--- src/rtl/vwtp_pkg.sv ---
package vwtp_pkg;

	localparam int TOKEN_W       = 16;
	localparam int WIDTH_W       = 5;
	localparam int BYTE_W        = 8;
	localparam int STATUS_W      = 2;
	localparam int CAP_W         = 32;
	localparam int PEND_W        = 7;
	localparam int MAX_WIDTH_DEF = 16;

	localparam logic [CAP_W-1:0] CAP_RESET = '1;

	localparam logic [STATUS_W-1:0] STATUS_WRITTEN   = 2'd0;
	localparam logic [STATUS_W-1:0] STATUS_FULL      = 2'd1;
	localparam logic [STATUS_W-1:0] STATUS_BAD_WIDTH = 2'd2;

	// controller -> datapath
	typedef struct packed {
		logic load;   // capture a token beat
		logic emit;   // move one result into the output register
	} vwtp_cmd_t;

	// datapath -> controller
	typedef struct packed {
		logic has_work;  // a byte or an error result is ready to go out
		logic last;      // the next result ends the run of this token
		logic out_free;  // output register can take a result this cycle
	} vwtp_sts_t;

endpackage

--- src/rtl/vwtp_ifs.sv ---
interface vwtp_cfg_if;
	logic                          valid;
	logic                          ready;
	logic [vwtp_pkg::CAP_W-1:0]    dest_capacity;

	modport source (output valid, output dest_capacity, input ready);
	modport sink   (input valid, input dest_capacity, output ready);
endinterface

interface vwtp_tok_if;
	logic                          valid;
	logic                          ready;
	logic [vwtp_pkg::TOKEN_W-1:0]  token_value;
	logic [vwtp_pkg::WIDTH_W-1:0]  token_width;

	modport source (output valid, output token_value, output token_width, input ready);
	modport sink   (input valid, input token_value, input token_width, output ready);
endinterface

interface vwtp_byte_if;
	logic                          valid;
	logic                          ready;
	logic [vwtp_pkg::BYTE_W-1:0]   out_byte;
	logic [vwtp_pkg::STATUS_W-1:0] status;
	logic                          last_of_run;

	modport source (output valid, output out_byte, output status, output last_of_run,
		input ready);
	modport sink   (input valid, input out_byte, input status, input last_of_run,
		output ready);
endinterface

--- src/rtl/vwtp_ctrl.sv ---
module vwtp_ctrl (
	input  logic                clk,
	input  logic                arst_n,
	input  logic                in_valid,
	output logic                in_ready,
	input  vwtp_pkg::vwtp_sts_t sts,
	output vwtp_pkg::vwtp_cmd_t cmd
);
	import vwtp_pkg::*;

	localparam logic ST_IDLE = 1'b0;
	localparam logic ST_EMIT = 1'b1;

	logic state_q;
	logic state_d;

	always_comb begin
		state_d  = state_q;
		cmd      = '0;
		in_ready = 1'b0;
		unique case (state_q)
			ST_IDLE: begin
				in_ready = 1'b1;
				if (in_valid) begin
					cmd.load = 1'b1;
					state_d  = ST_EMIT;
				end
			end
			ST_EMIT: begin
				if (!sts.has_work) begin
					state_d = ST_IDLE;   // token left only pending bits
				end else if (sts.out_free) begin
					cmd.emit = 1'b1;
					if (sts.last) begin
						state_d = ST_IDLE;
					end
				end
			end
			default: begin
				state_d = ST_IDLE;
			end
		endcase
	end

	always_ff @(posedge clk or negedge arst_n) begin
		if (!arst_n) begin
			state_q <= ST_IDLE;
		end else begin
			state_q <= state_d;
		end
	end

	a_idle_no_work: assert property (@(posedge clk) disable iff (!arst_n)
		state_q == ST_IDLE |-> !sts.has_work)
		else $error("work left over while idle");

	a_emit_needs_slot: assert property (@(posedge clk) disable iff (!arst_n)
		cmd.emit |-> sts.out_free && sts.has_work)
		else $error("emit without a free output slot");

	a_load_only_idle: assert property (@(posedge clk) disable iff (!arst_n)
		cmd.load |=> state_q == ST_EMIT && $past(state_q) == ST_IDLE)
		else $error("load outside idle");

endmodule

--- src/rtl/vwtp_dp.sv ---
module vwtp_dp #(
	parameter int MAX_WIDTH = vwtp_pkg::MAX_WIDTH_DEF
) (
	input  logic                            clk,
	input  logic                            arst_n,
	input  vwtp_pkg::vwtp_cmd_t             cmd,
	output vwtp_pkg::vwtp_sts_t             sts,
	input  logic                            cfg_we,
	input  logic [vwtp_pkg::CAP_W-1:0]      cfg_data,
	input  logic [vwtp_pkg::TOKEN_W-1:0]    token_value,
	input  logic [vwtp_pkg::WIDTH_W-1:0]    token_width,
	output logic                            out_valid,
	input  logic                            out_ready,
	output logic [vwtp_pkg::BYTE_W-1:0]     out_byte,
	output logic [vwtp_pkg::STATUS_W-1:0]   status,
	output logic                            last_of_run
);
	import vwtp_pkg::*;

	localparam int ACC_W = PEND_W + MAX_WIDTH;
	localparam int TOT_W = $clog2(ACC_W + 1);
	localparam int EXT_W = 32;

	logic [ACC_W-1:0]    acc_q;
	logic [TOT_W-1:0]    total_q;
	logic                bad_q;
	logic [CAP_W-1:0]    cap_q;
	logic [CAP_W-1:0]    written_q;
	logic                out_valid_q;
	logic [BYTE_W-1:0]   out_byte_q;
	logic [STATUS_W-1:0] status_q;
	logic                last_q;

	logic                width_bad;
	logic [TOKEN_W-1:0]  tok_masked;
	logic [PEND_W-1:0]   pend;
	logic [EXT_W-1:0]    acc_new;
	logic [TOT_W-1:0]    total_new;
	logic [ACC_W-1:0]    acc_shr;
	logic [TOT_W-1:0]    total_dec;
	logic                room;

	assign width_bad  = (token_width == '0) || (token_width > WIDTH_W'(MAX_WIDTH));
	assign tok_masked = token_value & ~({TOKEN_W{1'b1}} << token_width);
	// idle leaves total_q below 8; bits above it are stale
	assign pend       = acc_q[PEND_W-1:0] & ~({PEND_W{1'b1}} << total_q[2:0]);
	assign acc_new    = (EXT_W'(pend) << token_width) | EXT_W'(tok_masked);
	assign total_new  = total_q + TOT_W'(token_width);

	assign total_dec  = total_q - TOT_W'(BYTE_W);
	assign acc_shr    = acc_q >> total_dec;
	assign room       = written_q < cap_q;

	assign sts.has_work = bad_q || (total_q >= TOT_W'(BYTE_W));
	assign sts.last     = bad_q || (total_dec < TOT_W'(BYTE_W));
	assign sts.out_free = !out_valid_q || out_ready;

	always_ff @(posedge clk or negedge arst_n) begin
		if (!arst_n) begin
			acc_q     <= '0;
			total_q   <= '0;
			bad_q     <= 1'b0;
			cap_q     <= CAP_RESET;
			written_q <= '0;
		end else begin
			if (cfg_we) begin
				cap_q <= cfg_data;
			end
			if (cmd.load) begin
				if (width_bad) begin
					bad_q <= 1'b1;
				end else begin
					acc_q   <= acc_new[ACC_W-1:0];
					total_q <= total_new;
				end
			end else if (cmd.emit) begin
				if (bad_q) begin
					bad_q <= 1'b0;
				end else begin
					total_q <= total_dec;
					if (room) begin
						written_q <= written_q + CAP_W'(1);
					end
				end
			end
		end
	end

	// output register
	always_ff @(posedge clk or negedge arst_n) begin
		if (!arst_n) begin
			out_valid_q <= 1'b0;
		end else if (cmd.emit) begin
			out_valid_q <= 1'b1;
		end else if (out_ready) begin
			out_valid_q <= 1'b0;
		end
	end

	always_ff @(posedge clk) begin
		if (cmd.emit) begin
			last_q <= sts.last;
			if (bad_q) begin
				out_byte_q <= '0;
				status_q   <= STATUS_BAD_WIDTH;
			end else begin
				out_byte_q <= acc_shr[BYTE_W-1:0];
				status_q   <= room ? STATUS_WRITTEN : STATUS_FULL;
			end
		end
	end

	assign out_valid   = out_valid_q;
	assign out_byte    = out_byte_q;
	assign status      = status_q;
	assign last_of_run = last_q;

	a_bad_keeps_pending: assert property (@(posedge clk) disable iff (!arst_n)
		bad_q |-> total_q < TOT_W'(BYTE_W))
		else $error("error result pending with bytes still queued");

	a_emit_fills_slot: assert property (@(posedge clk) disable iff (!arst_n)
		cmd.emit |=> out_valid_q)
		else $error("emitted result not in output register");

endmodule

--- src/rtl/variable_width_token_packer.sv ---
// Variable-width token packer, MSB first.
//
// tok_in   : token beats (token_value, token_width). Only the low token_width
//            bits of token_value are used; a width of 0 or above MAX_WIDTH
//            yields one error beat (status 2, last_of_run 1) and no state change.
// byte_out : one beat per completed byte, oldest first; last_of_run marks the
//            final beat caused by a token. Status 1 means the destination
//            capacity was used up and the byte was dropped (still shown).
// cfg      : writes dest_capacity, always ready; write only while idle.
//
// Timing: a token beat is taken while idle, then its n result beats leave
// one per cycle from the output register while the receiver is ready (n is
// 0..2 at the default width). With a single output register, the next token
// is taken once the last result of the current one is registered, even while
// that result still waits downstream. A byte is visible on byte_out in the
// cycle after it is formed.
// Reset clears pending bits and the byte count and sets the capacity to all
// ones. A stalled receiver holds the output register and pauses emission.
module variable_width_token_packer #(
	parameter int MAX_WIDTH = vwtp_pkg::MAX_WIDTH_DEF
) (
	input  logic        clk,
	input  logic        arst_n,
	vwtp_cfg_if.sink    cfg,
	vwtp_tok_if.sink    tok_in,
	vwtp_byte_if.source byte_out
);
	import vwtp_pkg::*;

	vwtp_cmd_t cmd;
	vwtp_sts_t sts;

	// capacity register is always writable
	assign cfg.ready = 1'b1;

	vwtp_ctrl u_ctrl (
		.clk      (clk),
		.arst_n   (arst_n),
		.in_valid (tok_in.valid),
		.in_ready (tok_in.ready),
		.sts      (sts),
		.cmd      (cmd)
	);

	vwtp_dp #(
		.MAX_WIDTH (MAX_WIDTH)
	) u_dp (
		.clk         (clk),
		.arst_n      (arst_n),
		.cmd         (cmd),
		.sts         (sts),
		.cfg_we      (cfg.valid),
		.cfg_data    (cfg.dest_capacity),
		.token_value (tok_in.token_value),
		.token_width (tok_in.token_width),
		.out_valid   (byte_out.valid),
		.out_ready   (byte_out.ready),
		.out_byte    (byte_out.out_byte),
		.status      (byte_out.status),
		.last_of_run (byte_out.last_of_run)
	);

endmodule
--- src/flat_wrapper.sv ---
// flat-port wrapper written by rule: the top's interface ports become plain ports
module variable_width_token_packer_flat import vwtp_pkg::*;
#(
	parameter int MAX_WIDTH = vwtp_pkg::MAX_WIDTH_DEF
)
  (clk, arst_n, cfg_valid, cfg_dest_capacity, cfg_ready, tok_in_valid, tok_in_token_value, tok_in_token_width, tok_in_ready, byte_out_valid, byte_out_out_byte, byte_out_status, byte_out_last_of_run, byte_out_ready);
  vwtp_cfg_if cfg_i ();
  vwtp_tok_if tok_in_i ();
  vwtp_byte_if byte_out_i ();
  input  logic clk;
  input  logic arst_n;
  input wire logic [$bits(cfg_i.valid)-1:0] cfg_valid;
  input wire logic [$bits(cfg_i.dest_capacity)-1:0] cfg_dest_capacity;
  output wire logic [$bits(cfg_i.ready)-1:0] cfg_ready;
  input wire logic [$bits(tok_in_i.valid)-1:0] tok_in_valid;
  input wire logic [$bits(tok_in_i.token_value)-1:0] tok_in_token_value;
  input wire logic [$bits(tok_in_i.token_width)-1:0] tok_in_token_width;
  output wire logic [$bits(tok_in_i.ready)-1:0] tok_in_ready;
  output wire logic [$bits(byte_out_i.valid)-1:0] byte_out_valid;
  output wire logic [$bits(byte_out_i.out_byte)-1:0] byte_out_out_byte;
  output wire logic [$bits(byte_out_i.status)-1:0] byte_out_status;
  output wire logic [$bits(byte_out_i.last_of_run)-1:0] byte_out_last_of_run;
  input wire logic [$bits(byte_out_i.ready)-1:0] byte_out_ready;
  assign cfg_i.valid = cfg_valid;
  assign cfg_i.dest_capacity = cfg_dest_capacity;
  assign cfg_ready = cfg_i.ready;
  assign tok_in_i.valid = tok_in_valid;
  assign tok_in_i.token_value = tok_in_token_value;
  assign tok_in_i.token_width = tok_in_token_width;
  assign tok_in_ready = tok_in_i.ready;
  assign byte_out_valid = byte_out_i.valid;
  assign byte_out_out_byte = byte_out_i.out_byte;
  assign byte_out_status = byte_out_i.status;
  assign byte_out_last_of_run = byte_out_i.last_of_run;
  assign byte_out_i.ready = byte_out_ready;
  variable_width_token_packer #(.MAX_WIDTH(MAX_WIDTH)) u_core (.clk(clk), .arst_n(arst_n), .cfg(cfg_i), .tok_in(tok_in_i), .byte_out(byte_out_i));
endmodule
--- config.mk ---
export PLATFORM = sky130hd
export DESIGN_NAME = variable_width_token_packer_flat
export DESIGN_NICKNAME = d
export VERILOG_FILES = /design/src/rtl/vwtp_pkg.sv /design/src/rtl/vwtp_ifs.sv /design/src/rtl/vwtp_ctrl.sv /design/src/rtl/vwtp_dp.sv /design/src/rtl/variable_width_token_packer.sv /design/src/flat_wrapper.sv
export SDC_FILE = /design/constraint.sdc
export NUM_CORES = 1
export LEC_CHECK = 0
export BUFFER_PORTS_ARGS = -buffer_cell sky130_fd_sc_hd__buf_2
export CORE_ASPECT_RATIO = 1.5
export CORE_MARGIN = 4
export CORE_UTILIZATION = 55
export DETAILED_ROUTE_END_ITERATION = 8
export PLACE_DENSITY = 0.86
export RECOVER_POWER = 100
export REMOVE_ABC_BUFFERS = 1
export SLEW_MARGIN = 20
export SYNTH_ARGS = -nofsm -noshare
export SYNTH_HDL_FRONTEND = slang
export SYNTH_SLANG_ARGS = --single-unit
--- constraint.sdc ---
create_clock -name clk -period 3.5 [get_ports clk]
set_input_delay 0.7 -clock clk [delete_from_list [all_inputs] [get_ports clk]]
set_output_delay 0.7 -clock clk [all_outputs]
set_load 0.01 [all_outputs]
**Yosys cells after proc, flatten, opt, wreduce, memory -nomap -nowiden**

Index checks and enable logic that the tools add are counted.

- Output and inout port bits: 14
- Word-level logic and storage cells: 65
- Input bits: 58
- Memory bits (writable): 0
- Bits in read-only memories: 0
- Bits in registers: 106
- Latch bits: 0
- Memories kept: 0

- Add/sub/neg operators: 3
- Shifts and indexed selects: 4
- Muxes and demuxes: 20
- Order comparisons: 4
- Reduce and logical (&&, ||, !) cells: 12
- Multiply operators: 0
- Div/mod/pow operators: 0
- Bitwise gates (word level): 9
- Eq/ne operators: 3

Operator list:

| cell | count |
|---|---|
| $add 32x1->32 const B | 1 |
| $lt 32x32->1 | 1 |
| $or 23x16->23 | 1 |
| $shl 7x5->23 | 1 |
| $shr 23x5->8 | 1 |
| $mux 5 | 4 |
| $and 16x16->16 | 1 |
| $not 16->16 | 1 |
| $shl 16x5->16 const A | 1 |
| $mux 1 | 15 |
| $and 7x7->7 | 1 |
| $not 7->7 | 1 |
| $shl 7x3->7 const A | 1 |
| $add 5x5->5 | 1 |
| $ge 5x4->1 const B | 1 |
| $gt 5x5->1 const B | 1 |
| $logic_not 5->1 | 1 |
| $lt 5x4->1 const B | 1 |
| $sub 5x4->5 const B | 1 |
| $logic_or 1x1->1 | 4 |
| $ne 2x2->1 const B | 2 |
| $not 1->1 | 4 |
| $reduce_and 2->1 | 2 |
| $reduce_and 4->1 | 1 |
| other kinds (5) | 6 |

**Depth between registers and ports, before layout**

- Depth after elaboration: 7
- Gate-level depth with buffers: 10
- Depth with buffers taken out: 8

**Modules after synthesis**

From an unflattened synthesis, not the netlist that was laid out.

- Cell total of the unflattened synthesis: 733
- Area, all modules: 6,795.3 sq um

Modules (own cells, without submodules):

| module | cells each | instances | area each (sq um) | seq. area each (sq um) |
|---|---|---|---|---|
| vwtp_dp | 725 | 1 | 6,726.5 | 2,722.6 |
| vwtp_ctrl | 6 | 1 | 57.6 | 25.0 |
| variable_width_token_packer | 2 | 1 | 11.3 | 0.0 |

**Worst setup path before layout**

OpenSTA, ideal clock, no wires.

- Kind: reg2reg
- Start: register u_core.u_dp.total_q[3]
- End: register u_core.u_dp.written_q[1]
- Setup slack: 0.794 ns
- Arrival time: 2.581 ns
- Library setup time: 0.125 ns
- Buffers on the path: 1
- Stages on the path, launching flop included: 8
- Clock period less this slack: 2.706 ns
- Required time: 3.375 ns
- Cell sequence: dfrtp_1 -> clkbuf_1 -> clkinv_1 -> ha_1 -> a2111oi_4 -> nand3b_2 -> nor2_1 -> mux2_2

- Word-level cells in the longest chain between the ends: 5

RTL lines:

| element | line | text |
|---|---|---|
| start: declaration | vwtp_dp.sv:25 | `logic [TOT_W-1:0] total_q;` |
| start signal: assignment | vwtp_dp.sv:74 | `total_q <= total_new;` |
| start signal: assignment | vwtp_dp.sv:80 | `total_q <= total_dec;` |
| $ge 5x4->1 | vwtp_dp.sv:54 | `assign sts.has_work = bad_q \|\| (total_q >= TOT_W'(BYTE_W));` |
| $logic_or 1x1->1 | vwtp_dp.sv:54 |  |
| $mux 1 | vwtp_ctrl.sv:30 | `if (!sts.has_work) begin` |
| $mux 1 | vwtp_ctrl.sv:21 | `unique case (state_q)` |
| $reduce_and 4->1 (no line) | -- |  |
| end signal: assignment | vwtp_dp.sv:82 | `written_q <= written_q + CAP_W'(1);` |
| end: declaration | vwtp_dp.sv:28 | `logic [CAP_W-1:0] written_q;` |

No other way between the ends.
A chain may end at the register's enable or synchronous reset.

**Final worst setup path**

- Start: input tok_in_token_width[0]
- End: register u_core.u_dp.acc_q[22]

- Word-level cells in the longest chain between the ends: 4
- Elaborated cells on any way between the ends: 7
- Those cells by class: order compare: 1; shift: 1; bitwise: 2; reduce/logical: 3

RTL lines:

| element | line | text |
|---|---|---|
| start: declaration | flat_wrapper.sv:17 | `input wire logic [$bits(tok_in_i.token_width)-1:0] tok_in_token_width;` |
| $gt 5x5->1 or $logic_not 5->1 (tied branches) | vwtp_dp.sv:43 | `assign width_bad = (token_width == '0) \|\| (token_width > WIDTH_W'(MAX_WIDTH));` |
| $logic_or 1x1->1 | vwtp_dp.sv:43 |  |
| $not 1->1 (no line) | -- |  |
| $reduce_and 2->1 (no line) | -- |  |
| end signal: assignment | vwtp_dp.sv:73 | `acc_q <= acc_new[ACC_W-1:0];` |
| end: declaration | vwtp_dp.sv:24 | `logic [ACC_W-1:0] acc_q;` |

Parallel ways exist; a longest one is shown, timed or not.

==> results.yml <==
cells_and_area:
  fillers: 1091
  syn_to_final_growth_pct: 9.68
  final_nets: 883
  diodes: 0
  utilization_pct: 61.4
  drive_above_1_share_pct: 18.9
floorplanning:
  rows: 50
  die_w_microns: 99.9
  die-area_sq_um: 14600
  start_util_pct: 56.0
  pin_count: 72
  core_area_sq_um: 12400
  die_height_microns: 146
sta:
  whs_ps: 483
  slew_violations: 128
  fmaxAchievable_ghz: 0.301
  finalClockSkew_ps: 11.5
  tightestPinTransition_ps: 2080
  fin_setup_tns_ps: 0
  finalCriticalPeriod_ps: 3330
  hold_viol: 0
  period_share_pct: 95.0
  setup_viol: 0
  grt_setup_unrepaired: "no"
  max_slew_margin_pct: -38.4
worst_setup_path:
  r2r_slack_ps: 270
  crit_cells: 7
  r2r_start: "u_core.u_dp.cap_q[14]"
  crit_arrival_ps: 3580
  path_max_fanout: 21
  worstSetupStartpointType: "input port"
  rr_endpoint: "u_core.u_dp.written_q[10]"
  cp_slowest_cell: "nor4_1"
  cp_top_family: "simple AND/OR/NAND/NOR gates"
  path_buf_inv: 2
  cp_data_required_time_ps: 3750
  critPathKind: "in2reg"
  cp-end-kind: "register"
  slowest_delay_ps: 1150
  crit_chain: "buf_2 > nor4_1 > xnor2_1 > nand2_1 > buf_4 > nor2_1 > a22o_1"
  rr_worst_depth: 9
min_path:
  min_from: "u_core.u_dp.written_q[31]"
  hold_depth: 1
  hold_path_end: "u_core.u_dp.written_q[31]"
  min_path_type: "reg2reg"
synthesis:
  yosys.area.top_type: "dfrtp_1"
  yosys-top-cells-area: "dfrtp_1, dfstp_2, ha_1, nand2_1, mux4_2"
  synth_ff_type: "dfrtp_1"
  ys_seq_area_share_pct: 39.4
  synthCells: 726
  ys_ff_latch: 106
  async_flop_share_pct: 89.6
  ys_top_cells_by_count: "nand2_1, dfrtp_1, o21ai_0"
  synth_edf_count: 11
  avgSynthCellArea_sq_um: 9.60
  synth.distinct_cells: 75
  netlist.area_leader.share_pct: 22.6
  synth_area_sq_um: 6970
  yosysWarnings: 0
  synth_most_common_cell: "nand2_1"
power_and_ir_drop:
  p_per_area_nw_per_um2: 674
  ir_drop_mv: 0.359
  p_leak_nw: 3.41
cts:
  cts_tree: "yes"
  cts_made_buffers: 9
  clk_path_buf_depth: 2
  clk_pin_slew_ps: 80
  cts_root_buf: "clkbuf_16"
  cts_setup_buffers: 0
  post_cts_resized: 0
  h-tree-depth: 3
  postCtsHoldBufs: 0
  clk_latency_ps: 360
  cts.sinks: 106
drt:
  wl_per_cell_microns: 18.1
  first_pass_iters: 5
  via_per_inst: 6.14
  postRouteAntennaNets: 0
  drc: 0
  vias: 5812
  drt-initial-drc-count: 230
  wl_microns: 17200
global_routing:
  grt-ovfl-total: 0
  grt_antenna_before_repair: 0
  grt_first_pass_wirelength_microns: 28900
  grt_usage_pct: 24.6
  grt_max_degree: 83
  grt_pass1_vias: 6022
placement:
  gp_congestion: 0.970
  hpwlAfterDp_microns: 13000
  port_buffers: 70
outcome:
  outcome: "finished, violations left"
  violations: "max-capacitance violations, max-slew violations"
run:
  drv_cap: 2
[how the worst max path moves through the flow]
stage,from,endpoint,slack (ps)
after floorplan,u_core.u_dp.cap_q[15],u_core.u_dp.written_q[1],220
after global placement,u_core.u_dp.cap_q[14],u_core.u_dp.written_q[21],200
after detailed placement,u_core.u_dp.cap_q[14],u_core.u_dp.written_q[10],80
after CTS,u_core.u_dp.cap_q[14],u_core.u_dp.written_q[22],60
after global routing,tok_in_token_width[0],u_core.u_dp.acc_q[6],120
final,tok_in_token_width[0],u_core.u_dp.acc_q[22],170
[sequential cells by signal, summed over array words and instances (netlist names)]
register and flops:
u_core.u_dp.cap_q 32, u_core.u_dp.written_q 32, u_core.u_dp.acc_q 23, u_core.u_dp.out_byte 8, u_core.u_dp.total_q 5, u_core.u_dp.status 2, u_core.u_ctrl.state_q 1, u_core.u_dp.bad_q 1
u_core.u_dp.last_of_run 1, u_core.u_dp.out_valid 1
[cells by family after synthesis]
| logic type | share of synthesized area (%) |
|---|---|
| flip-flops | 39.4 |
| AND/OR/NAND/NOR | 19.4 |
| other | 0.0538 |
| AO/OA/AOI/OAI | 14.6 |
| adder cells (fa/ha/maj) | 7.29 |
| multiplexers | 9.84 |
| XOR/XNOR | 4.40 |
| buffers and inverters | 5.04 |
[power breakdown]
part           internal, W  switching [W]  total, W
sequential         0.00160       0.000388   0.00199
clock             0.000506       0.000516   0.00102
combinational     0.000997        0.00115   0.00214
total              0.00310        0.00205   0.00515
[worst register-to-register path, cell delays in order, from the launching register on]
cell	delay, ps
dfstp_2	520
inv_1	50
ha_1	300
nand4_1	190
or4_1	560
o32a_1	340
a21oi_4	490
clkbuf_2	380
nor4_1	120
xor2_1	170
[per-layer routing]
| metal | wire, microns | share of wire, % | vias up | global-route usage, % |
|---|---|---|---|---|
| li1 | - | - | 2756 | - |
| met3 | 958 | 5.6 | 70 | 2.93 |
| met1 | 6050 | 35 | 2763 | 27.7 |
| met5 | 0 | 0 | - | 0 |
| met2 | 9150 | 53 | 223 | 43.5 |
| met4 | 1010 | 5.9 | 0 | 15.1 |
[placed cells by master, fill, tap and decap left out, drive strengths merged, types with 4 or more instances in the layout]
master	synthesis	layout
o22ai	4	4
xnor2	7	7
mux2	7	7
ha	39	39
nand4	17	17
a22oi	5	5
o21a	8	8
a31oi	5	5
nand3b	4	4
nor3	17	17
nor4b	5	5
nor2b	5	5
buf	15	65
nand3	20	20
dfrtp	63	63
nor4	20	20
nand2	93	93
edfxtp	11	11
mux2i	19	19
xor2	28	28
and3	6	6
nor2	48	48
clkbuf	27	34
o21ai	62	62
a21oi	35	35
inv	42	48
dfstp	32	32
mux4	18	18
and2	4	4
a221oi	4	4
[final cells by class]
type                    instances  area, sq um  area share, %
inverters                      44          165           2.16
multi-input cells             534         3790           49.6
clock inverters                 7         68.8          0.900
clock buffers                   9          225           2.95
flip-flops and latches        106         2750           36.0
repair buffers                 90          448           5.86
well taps                     156          195           2.55
[per-stage QoR]
stage	area [sq um]	instances	power, W	setup slack [ps]
2_1_floorplan	6780	684	0.00347	219
3_3_place_gp	7480	930	0.00413	202
3_5_place_dp	7480	930	0.00420	84.8
4_1_cts	7780	946	0.00524	57.9
5_1_grt	7640	946	0.00552	116
6_report	7640	946	0.00515	175
Power figures use the tool's default switching activity.
